File: config.mk
export PLATFORM = sky130hd
export DESIGN_NAME = sha256_message_digest_flat
export DESIGN_NICKNAME = d
export VERILOG_FILES = /design/src/sv/sha256_pkg.sv /design/src/sv/sha256_if.sv /design/src/sv/sha256_datapath.sv /design/src/sv/sha256_ctrl.sv /design/src/sv/sha256_message_digest.sv /design/src/flat_wrapper.sv
export SDC_FILE = /design/constraint.sdc
export NUM_CORES = 2
export LEC_CHECK = 0
export BUFFER_PORTS_ARGS = -buffer_cell sky130_fd_sc_hd__buf_2
export CORE_MARGIN = 1
export CORE_UTILIZATION = 35
export DETAILED_ROUTE_END_ITERATION = 7
export SKIP_LAST_GASP = 1
export SLEW_MARGIN = 0
export SYNTH_ARGS = -nofsm -noshare
export SYNTH_HDL_FRONTEND = slang
export SYNTH_HIERARCHICAL = 1
export SYNTH_SLANG_ARGS = --single-unit
File: constraint.sdc
create_clock -name clk -period 15.3 [get_ports clk]
set_input_delay 3.06 -clock clk [delete_from_list [all_inputs] [get_ports clk]]
set_output_delay 3.06 -clock clk [all_outputs]
set_load 0.1 [all_outputs]
File: src/sv/sha256_pkg.sv
// ----------------------------------------------------------------------------
// sha256_pkg
// Shared types, constants and round functions of the SHA-256 digest block.
// ----------------------------------------------------------------------------
`default_nettype none

package sha256_pkg;

    localparam int unsigned WORD_W     = 32;
    localparam int unsigned ROUNDS     = 64;
    localparam int unsigned BLOCK_WRDS = 16;
    localparam int unsigned HASH_WRDS  = 8;
    localparam logic [7:0]  PAD_BYTE   = 8'h80;
    localparam logic [5:0]  LEN_POS    = 6'd56;

    typedef logic [WORD_W-1:0] word_t;

    // controller states
    typedef enum logic [2:0] {
        ST_IDLE,
        ST_PAD,
        ST_LOAD,
        ST_ROUND,
        ST_UPDATE,
        ST_EMIT
    } state_t;

    // byte source for the buffer write
    typedef enum logic [1:0] {
        SRC_DATA,
        SRC_PAD,
        SRC_ZERO,
        SRC_LEN
    } byte_src_t;

    // commands from controller to datapath
    typedef struct packed {
        logic      put_byte;
        byte_src_t src;
        logic      add_bits;
        logic      round_load;
        logic      round_step;
        logic      hash_update;
        logic      finish;
    } dp_cmd_t;

    // status from datapath to controller
    typedef struct packed {
        logic [5:0] fill;
        logic [5:0] round_idx;
    } dp_status_t;

    localparam word_t INIT_HASH [HASH_WRDS] = '{
        32'h6a09e667, 32'hbb67ae85, 32'h3c6ef372, 32'ha54ff53a,
        32'h510e527f, 32'h9b05688c, 32'h1f83d9ab, 32'h5be0cd19
    };

    localparam word_t ROUND_K [ROUNDS] = '{
        32'h428a2f98, 32'h71374491, 32'hb5c0fbcf, 32'he9b5dba5,
        32'h3956c25b, 32'h59f111f1, 32'h923f82a4, 32'hab1c5ed5,
        32'hd807aa98, 32'h12835b01, 32'h243185be, 32'h550c7dc3,
        32'h72be5d74, 32'h80deb1fe, 32'h9bdc06a7, 32'hc19bf174,
        32'he49b69c1, 32'hefbe4786, 32'h0fc19dc6, 32'h240ca1cc,
        32'h2de92c6f, 32'h4a7484aa, 32'h5cb0a9dc, 32'h76f988da,
        32'h983e5152, 32'ha831c66d, 32'hb00327c8, 32'hbf597fc7,
        32'hc6e00bf3, 32'hd5a79147, 32'h06ca6351, 32'h14292967,
        32'h27b70a85, 32'h2e1b2138, 32'h4d2c6dfc, 32'h53380d13,
        32'h650a7354, 32'h766a0abb, 32'h81c2c92e, 32'h92722c85,
        32'ha2bfe8a1, 32'ha81a664b, 32'hc24b8b70, 32'hc76c51a3,
        32'hd192e819, 32'hd6990624, 32'hf40e3585, 32'h106aa070,
        32'h19a4c116, 32'h1e376c08, 32'h2748774c, 32'h34b0bcb5,
        32'h391c0cb3, 32'h4ed8aa4a, 32'h5b9cca4f, 32'h682e6ff3,
        32'h748f82ee, 32'h78a5636f, 32'h84c87814, 32'h8cc70208,
        32'h90befffa, 32'ha4506ceb, 32'hbef9a3f7, 32'hc67178f2
    };

    function automatic word_t ror(input word_t x, input int unsigned n);
        ror = (x >> n) | (x << (WORD_W - n));
    endfunction

    function automatic word_t sig0(input word_t x);
        sig0 = ror(x, 7) ^ ror(x, 18) ^ (x >> 3);
    endfunction

    function automatic word_t sig1(input word_t x);
        sig1 = ror(x, 17) ^ ror(x, 19) ^ (x >> 10);
    endfunction

    function automatic word_t bsig0(input word_t x);
        bsig0 = ror(x, 2) ^ ror(x, 13) ^ ror(x, 22);
    endfunction

    function automatic word_t bsig1(input word_t x);
        bsig1 = ror(x, 6) ^ ror(x, 11) ^ ror(x, 25);
    endfunction

endpackage

`default_nettype wire

File: src/sv/sha256_if.sv
// ----------------------------------------------------------------------------
// sha256_byte_if / sha256_digest_if
// Valid/ready channels for message bytes and digest words.
// ----------------------------------------------------------------------------
`default_nettype none

interface sha256_byte_if;
    logic       valid;
    logic       ready;
    logic [7:0] data_byte;
    logic       has_byte;
    logic       last_byte;

    modport source (output valid, data_byte, has_byte, last_byte, input ready);
    modport sink   (input valid, data_byte, has_byte, last_byte, output ready);
endinterface

interface sha256_digest_if;
    logic        valid;
    logic        ready;
    logic [31:0] digest_word;
    logic [2:0]  word_index;
    logic        last_word;

    modport source (output valid, digest_word, word_index, last_word, input ready);
    modport sink   (input valid, digest_word, word_index, last_word, output ready);
endinterface

`default_nettype wire

File: src/sv/sha256_datapath.sv
// ----------------------------------------------------------------------------
// sha256_datapath
// Block buffer, message schedule window, round unit and chaining hash.
// ----------------------------------------------------------------------------
`default_nettype none

module sha256_datapath (
    input  wire logic                   clk,
    input  wire logic                   rst_n,
    input  wire sha256_pkg::dp_cmd_t    cmd,
    input  wire logic [7:0]             data_byte,
    input  wire logic [2:0]             emit_idx,
    output sha256_pkg::dp_status_t      status,
    output sha256_pkg::word_t           hash_word
);
    import sha256_pkg::*;

    word_t       buf_reg  [BLOCK_WRDS];
    word_t       w_reg    [BLOCK_WRDS];
    word_t       v_reg    [HASH_WRDS];
    word_t       h_reg    [HASH_WRDS];
    logic [5:0]  fill_reg, fill_next;
    logic [5:0]  rnd_reg;
    logic [63:0] bits_reg;
    logic [7:0]  wr_byte;
    logic [2:0]  len_sel;
    word_t       w_new, t1, t2;

    assign status.fill      = fill_reg;
    assign status.round_idx = rnd_reg;
    assign hash_word        = h_reg[emit_idx];

    // byte to write, length bytes taken big-endian from offset 56
    assign len_sel = fill_reg[2:0];
    always_comb
    begin
        unique case (cmd.src)
            SRC_DATA: wr_byte = data_byte;
            SRC_PAD:  wr_byte = PAD_BYTE;
            SRC_ZERO: wr_byte = 8'h00;
            SRC_LEN:  wr_byte = bits_reg[(3'd7 - len_sel) * 8 +: 8];
            default:  wr_byte = 8'h00;
        endcase
    end

    assign fill_next = fill_reg + 6'd1;

    // schedule word and round terms
    assign w_new = w_reg[0] + sig0(w_reg[1]) + w_reg[9] + sig1(w_reg[14]);
    assign t1 = v_reg[7] + bsig1(v_reg[4]) + ((v_reg[4] & v_reg[5]) ^ (~v_reg[4] & v_reg[6]))
              + ROUND_K[rnd_reg] + w_reg[0];
    assign t2 = bsig0(v_reg[0])
              + ((v_reg[0] & v_reg[1]) ^ (v_reg[0] & v_reg[2]) ^ (v_reg[1] & v_reg[2]));

    // control counters
    always_ff @(posedge clk or negedge rst_n)
    begin
        if (!rst_n)
        begin
            fill_reg <= '0;
            bits_reg <= '0;
            rnd_reg  <= '0;
            for (int i = 0; i < HASH_WRDS; i++)
                h_reg[i] <= INIT_HASH[i];
        end
        else
        begin
            if (cmd.add_bits)
                bits_reg <= bits_reg + 64'd8;
            if (cmd.put_byte)
                fill_reg <= fill_next;
            if (cmd.round_load)
                rnd_reg <= '0;
            else if (cmd.round_step)
                rnd_reg <= rnd_reg + 6'd1;
            if (cmd.hash_update)
                for (int i = 0; i < HASH_WRDS; i++)
                    h_reg[i] <= h_reg[i] + v_reg[i];
            if (cmd.finish)
            begin
                bits_reg <= '0;
                fill_reg <= '0;
                for (int i = 0; i < HASH_WRDS; i++)
                    h_reg[i] <= INIT_HASH[i];
            end
        end
    end

    // buffer, schedule window and working variables
    always_ff @(posedge clk)
    begin
        if (cmd.put_byte)
            buf_reg[fill_reg[5:2]][(2'd3 - fill_reg[1:0]) * 8 +: 8] <= wr_byte;
        if (cmd.round_load)
        begin
            for (int i = 0; i < BLOCK_WRDS; i++)
                w_reg[i] <= buf_reg[i];
            for (int i = 0; i < HASH_WRDS; i++)
                v_reg[i] <= h_reg[i];
        end
        else if (cmd.round_step)
        begin
            for (int i = 0; i < BLOCK_WRDS - 1; i++)
                w_reg[i] <= w_reg[i+1];
            w_reg[BLOCK_WRDS-1] <= w_new;
            v_reg[7] <= v_reg[6];
            v_reg[6] <= v_reg[5];
            v_reg[5] <= v_reg[4];
            v_reg[4] <= v_reg[3] + t1;
            v_reg[3] <= v_reg[2];
            v_reg[2] <= v_reg[1];
            v_reg[1] <= v_reg[0];
            v_reg[0] <= t1 + t2;
        end
    end

endmodule

`default_nettype wire

File: src/sv/sha256_ctrl.sv
// ----------------------------------------------------------------------------
// sha256_ctrl
// Sequencer for byte intake, padding, rounds and digest output.
// ----------------------------------------------------------------------------
`default_nettype none

module sha256_ctrl (
    input  wire logic                   clk,
    input  wire logic                   rst_n,
    input  wire logic                   in_valid,
    input  wire logic                   in_has,
    input  wire logic                   in_last,
    output logic                        in_ready,
    output logic                        out_valid,
    input  wire logic                   out_ready,
    output logic [2:0]                  emit_idx,
    output sha256_pkg::dp_cmd_t         cmd,
    input  wire sha256_pkg::dp_status_t status
);
    import sha256_pkg::*;

    state_t     state_reg, state_next;
    logic       fin_reg, fin_next;      // 0x80 byte still to be written
    logic       spill_reg, spill_next;  // 0x80 landed at or past offset 56, length goes in next block
    logic       padding_reg, padding_next;  // message ended, padding under way
    logic       done_reg, done_next;    // length written, digest ready after compress
    logic [2:0] idx_reg, idx_next;

    assign emit_idx = idx_reg;

    always_ff @(posedge clk or negedge rst_n)
    begin
        if (!rst_n)
        begin
            state_reg   <= ST_IDLE;
            fin_reg     <= 1'b0;
            spill_reg   <= 1'b0;
            padding_reg <= 1'b0;
            done_reg    <= 1'b0;
            idx_reg     <= '0;
        end
        else
        begin
            state_reg   <= state_next;
            fin_reg     <= fin_next;
            spill_reg   <= spill_next;
            padding_reg <= padding_next;
            done_reg    <= done_next;
            idx_reg     <= idx_next;
        end
    end

    always_comb
    begin
        state_next   = state_reg;
        fin_next     = fin_reg;
        spill_next   = spill_reg;
        padding_next = padding_reg;
        done_next    = done_reg;
        idx_next     = idx_reg;
        cmd          = '0;
        cmd.src      = SRC_DATA;
        in_ready     = 1'b0;
        out_valid    = 1'b0;
        unique case (state_reg)
            ST_IDLE:
            begin
                in_ready = 1'b1;
                if (in_valid)
                begin
                    cmd.put_byte = in_has;
                    cmd.add_bits = in_has;
                    fin_next     = in_last;
                    padding_next = in_last;
                    if (in_has && status.fill == 6'd63)
                        state_next = ST_LOAD;
                    else if (in_last)
                        state_next = ST_PAD;
                end
            end
            ST_PAD:
            begin
                // first pad byte is 0x80, then zeros, then the length
                cmd.put_byte = 1'b1;
                if (fin_reg)
                    cmd.src = SRC_PAD;
                else if (!spill_reg && status.fill >= LEN_POS)
                    cmd.src = SRC_LEN;
                else
                    cmd.src = SRC_ZERO;
                fin_next = 1'b0;
                if (status.fill == 6'd63)
                begin
                    spill_next = 1'b0;
                    if (!fin_reg && !spill_reg)
                        done_next = 1'b1;
                    state_next = ST_LOAD;
                end
                else if (fin_reg && status.fill >= LEN_POS)
                    spill_next = 1'b1;
            end
            ST_LOAD:
            begin
                cmd.round_load = 1'b1;
                state_next     = ST_ROUND;
            end
            ST_ROUND:
            begin
                cmd.round_step = 1'b1;
                if (status.round_idx == 6'(ROUNDS - 1))
                    state_next = ST_UPDATE;
            end
            ST_UPDATE:
            begin
                cmd.hash_update = 1'b1;
                if (done_reg)
                    state_next = ST_EMIT;
                else if (padding_reg)
                    state_next = ST_PAD;
                else
                    state_next = ST_IDLE;
            end
            ST_EMIT:
            begin
                out_valid = 1'b1;
                if (out_ready)
                begin
                    idx_next = idx_reg + 3'd1;
                    if (idx_reg == 3'd7)
                    begin
                        cmd.finish   = 1'b1;
                        padding_next = 1'b0;
                        done_next    = 1'b0;
                        state_next   = ST_IDLE;
                    end
                end
            end
            default: state_next = ST_IDLE;
        endcase
    end

endmodule

`default_nettype wire

File: src/sv/sha256_message_digest.sv
// ----------------------------------------------------------------------------
// sha256_message_digest
// SHA-256 over a byte stream with a last flag; eight digest words out.
// ----------------------------------------------------------------------------
// Bytes are taken one a cycle while the 64-byte block fills; the byte that
// completes a block stalls the input through one load of the schedule
// window, 64 rounds of the single round unit and a hash update. On the last
// input beat the padding is written one byte a cycle into the block buffer,
// each padded block followed by a compression, one or two of them; then the
// eight digest words are offered in order, word 0 first, and the hash
// returns to its initial value. The input stays stalled from the last beat
// until the eighth digest word has gone.
`default_nettype none

module sha256_message_digest (
    input  wire logic   clk,
    input  wire logic   rst_n,
    sha256_byte_if.sink     in_ch,
    sha256_digest_if.source out_ch
);
    import sha256_pkg::*;

    dp_cmd_t    cmd;
    dp_status_t status;
    logic [2:0] emit_idx;
    word_t      hash_word;

    sha256_ctrl u_ctrl (
        .clk       (clk),
        .rst_n     (rst_n),
        .in_valid  (in_ch.valid),
        .in_has    (in_ch.has_byte),
        .in_last   (in_ch.last_byte),
        .in_ready  (in_ch.ready),
        .out_valid (out_ch.valid),
        .out_ready (out_ch.ready),
        .emit_idx  (emit_idx),
        .cmd       (cmd),
        .status    (status)
    );

    sha256_datapath u_dp (
        .clk       (clk),
        .rst_n     (rst_n),
        .cmd       (cmd),
        .data_byte (in_ch.data_byte),
        .emit_idx  (emit_idx),
        .status    (status),
        .hash_word (hash_word)
    );

    // digest word output
    assign out_ch.digest_word = hash_word;
    assign out_ch.word_index  = emit_idx;
    assign out_ch.last_word   = (emit_idx == 3'd7);

endmodule

`default_nettype wire
File: src/flat_wrapper.sv
// flat-port wrapper written by rule: the top's interface ports become plain ports
module sha256_message_digest_flat import sha256_pkg::*;
  (clk, rst_n, in_ch_valid, in_ch_data_byte, in_ch_has_byte, in_ch_last_byte, in_ch_ready, out_ch_valid, out_ch_digest_word, out_ch_word_index, out_ch_last_word, out_ch_ready);
  sha256_byte_if in_ch_i ();
  sha256_digest_if out_ch_i ();
  input  wire logic clk;
  input  wire logic rst_n;
  input wire logic [$bits(in_ch_i.valid)-1:0] in_ch_valid;
  input wire logic [$bits(in_ch_i.data_byte)-1:0] in_ch_data_byte;
  input wire logic [$bits(in_ch_i.has_byte)-1:0] in_ch_has_byte;
  input wire logic [$bits(in_ch_i.last_byte)-1:0] in_ch_last_byte;
  output wire logic [$bits(in_ch_i.ready)-1:0] in_ch_ready;
  output wire logic [$bits(out_ch_i.valid)-1:0] out_ch_valid;
  output wire logic [$bits(out_ch_i.digest_word)-1:0] out_ch_digest_word;
  output wire logic [$bits(out_ch_i.word_index)-1:0] out_ch_word_index;
  output wire logic [$bits(out_ch_i.last_word)-1:0] out_ch_last_word;
  input wire logic [$bits(out_ch_i.ready)-1:0] out_ch_ready;
  assign in_ch_i.valid = in_ch_valid;
  assign in_ch_i.data_byte = in_ch_data_byte;
  assign in_ch_i.has_byte = in_ch_has_byte;
  assign in_ch_i.last_byte = in_ch_last_byte;
  assign in_ch_ready = in_ch_i.ready;
  assign out_ch_valid = out_ch_i.valid;
  assign out_ch_digest_word = out_ch_i.digest_word;
  assign out_ch_word_index = out_ch_i.word_index;
  assign out_ch_last_word = out_ch_i.last_word;
  assign out_ch_i.ready = out_ch_ready;
  sha256_message_digest u_core (.clk(clk), .rst_n(rst_n), .in_ch(in_ch_i), .out_ch(out_ch_i));
endmodule
==> flow_metrics.py <==
metrics = {
    "clocking": {
        "cts_repair_resize_count": 0,
        "cts-root-to-sink-buffers": 4,
        "cts_num_sinks": 1619,
        "tritoncts": "yes",
        "cts.reportedPaths.clkPinSlew_ns": 0.06,
        "clock_latency_ns": 0.87,
        "clock_tree.htree_level_count": 4,
        "cts_buffers": 183,
        "cts_root_buf": "clkbuf_16",
        "cts_hold_buf": 0,
        "post_cts.repair.setup_buffers": 0,
    },
    "floorplanning": {
        "chipHeight_um": 516,
        "floorplan.rows": 188,
        "design.portCount": 52,
        "core_area_mm2": 0.2625,
        "die_area_mm2": 0.2663,
        "die_width_um": 516,
        "starting_density_pct": 35.22,
    },
    "run": {
        "maximum_capacitance_violations": 0,
    },
    "final_layout": {
        "layout_common_cells": "1979 x nand2_1, 1280 x edfxtp_1, 533 x nor2_1, 456 x o21ai_0, 414 x a21oi_1",
        "final_layout_size_suffix_gt1_share_pct": 10.72,
        "layout.nets": 9209,
        "mostFrequentLayoutCell": "nand2_1",
        "layout-area-overhead-vs-synth_pct": 10.86,
    },
    "worst_setup_path": {
        "worstSetupStartpoint": "u_core/u_dp/rnd_reg[0]$_DFFE_PN0P_",
        "worstPathRequired_ns": 15.84,
        "worstSetupPathType": "reg -> reg",
        "worst_setup_path_end_kind": "register",
        "r2r_start": "u_core/u_dp/rnd_reg[0]$_DFFE_PN0P_",
        "cp-start-kind": "register",
        "cpMaxStageDelayCell": "nor2b_1",
        "worstPathArrival_ns": 11.20,
        "cp_common_cell": "inv_1",
        "critical-path-max-stage-delay_ns": 0.94,
        "crit_fanout": 17,
    },
    "grt": {
        "global_route_wire_length_before_repair_mm": 435.5,
        "global_route.overflow_total": 0,
        "grt_use_total_pct": 21.83,
        "grt_max_degree": 171,
        "number_of_global_route_vias_before_repair": 65320,
        "antenna_violations_before_repair": 10,
    },
    "sta": {
        "worst_pin_slew_ns": 1.303,
        "clock_skew_ns": 0.08891,
        "rsz_0062_raised_after_global_routing": "false",
        "period_minus_slack_ns": 10.66,
        "setup-violations-final": 0,
        "fin_tns_setup_ns": 0,
        "timing_limited_maximum_frequency_mhz": 93.83,
        "maxSlewViolCount": 0,
        "slew_headroom_pct": 12.19,
        "post-route-period-util_pct": 69.66,
        "report.final.hold_viol_count": 0,
    },
    "synthesis": {
        "average_cell_area_after_synthesis_um2": 10.66,
        "number_of_enable_type_register_cells_in_the_synthesized_netlist": 1280,
        "yosys_register_bits": 1619,
        "syn_nets": 9282,
        "synth-seq-area-share_pct": 50.93,
        "yosysUniqueCellTypes": 104,
        "async_reset_ff_share_pct": 20.94,
        "synth_flop_cell": "edfxtp_1",
        "synthCells": 8675,
        "synth.cell_area_mm2": 0.09247,
        "yosysWarningCount": 6,
    },
    "detailed_routing": {
        "wire_length_on_met2_mm": 135.8,
        "drt_iter0_drc": 6432,
        "routed_length_on_met3_mm": 18.73,
        "routed_wire_length_per_instance_um": 24.06,
        "viasPerCell": 5.456,
        "detail-route-antenna-nets": 0,
        "highest_metal_layer_with_signal_wires": "met5",
        "via_count": 66910,
        "met1_length_mm": 128.3,
        "routed_wl_mm": 295.1,
        "drt_pre_antenna_iters": 5,
        "drcViolationCount": 0,
    },
    "min_path": {
        "hold_path_startpoint": "u_core/u_dp/buf_reg[2][15]$_DFFE_PP_",
        "type_of_the_most_critical_hold_path": "reg -> reg",
    },
    "place": {
        "gp_congestion": 0.9585,
        "detailedPlacementHpwl_mm": 208.8,
        "io_buffer_count": 51,
    },
    "run_status": {
        "outcome": "finished clean",
    },
}
-- synth_stat cells, drive strengths merged (16+ instances only) --
master,number,share of area (%)
or3,47,0.32
xor2,201,1.9
a211oi,61,0.51
nor2,542,2.2
o31ai,39,0.32
nand3,101,0.55
nor2b,57,0.39
o41ai,16,0.20
a21boi,17,0.14
a21o,195,1.6
and3,57,0.39
mux2i,79,0.86
fa,195,4.2
nor4,20,0.17
and2,33,0.22
mux2,226,2.8
ha,398,5.4
a211o,17,0.16
dfstp,136,3.9
dfrtp,203,5.5
nand2,1982,8.0
o21bai,37,0.30
edfxtp,1280,42
nand4,34,0.23
inv,343,1.4
nand2b,74,0.50
a21oi,414,2.2
o21ai,466,2.5
nor3,105,0.57
xnor2,394,3.7
o211ai,50,0.41
clkbuf,364,1.5
buf,43,0.18
a31oi,56,0.39
mux4,76,1.9
o311ai,21,0.20
o21a,59,0.48
-- final cells by class --
type,instances,area [um^2]
diodes,1,2.502
multi-input cells,6305,42620
flip-flops and latches,1619,47110
fillers,25510,160000
clock inverters,99,1052
inverters,344,1297
well taps,3515,4398
clock buffers,231,4986
repair buffers,149,1051
-- layer usage --
layer / GRT usage, % / vias up
met1: 30.03 / 33650
li1: - / 30430
met3: 2.732 / 451
met2: 35.00 / 2384
met5: 0 / -
met4: 8.355 / 2
-- cell families (layout without fill, tap and decap cells) --
logic type	after synthesis	in the layout	synth area share, %
buffers and inverters	751	823	3.051
AND/OR/NAND/NOR	3131	3131	14.29
AO/OA/AOI/OAI	1602	1602	11.00
XOR/XNOR	595	595	5.636
multiplexers	381	381	5.458
flip-flops	1619	1619	50.93
adder cells (fa/ha/maj)	596	596	9.640
other	0	1	0
-- final timing paths --
kind	end	slack, ns	depth (start not counted)
max	u_core/u_dp/v_reg[0][31]$_DFFE_PP_	4.64	36
min	u_core/u_dp/w_reg[0][79]$_DFFE_PP_	0.50	2
max reg2reg	u_core/u_dp/v_reg[0][31]$_DFFE_PP_	4.64	36
min reg2reg	u_core/u_dp/w_reg[0][79]$_DFFE_PP_	0.50	2
max in group asynchronous	u_core/u_dp/h_reg[13]$_DFFE_PN0P_	10.71	3
min in group asynchronous	u_core/u_dp/h_reg[193]$_DFFE_PN0P_	2.27	1
-- through the flow --
stage	setup slack, ns	std cells	instance area, um^2	hold WS, ns	utilization, %
finish	4.642	12260	102500	0.4977	39.05
global route	4.150	12260	102500	0.5128	39.05
floorplan	4.099	8675	92470	0.4712	-
global placement	4.754	11930	96470	0.4836	36.75
CTS	4.701	12260	102500	0.4936	39.05
detailed placement	4.775	11930	96470	0.4904	36.75
-- worst max-delay path, delay by kind of cell, from the launching register on --
kind            cells  cell delay [ns]
fa+ha+maj           7             3.11
compound gates     13             2.85
simple gates        9             2.71
xor+xnor            2             0.33
buf+inv             5             0.52
flops               1             0.75
Power is not shown: default switching activity piles up to over one toggle a cycle in this logic, so the estimate is an artifact.
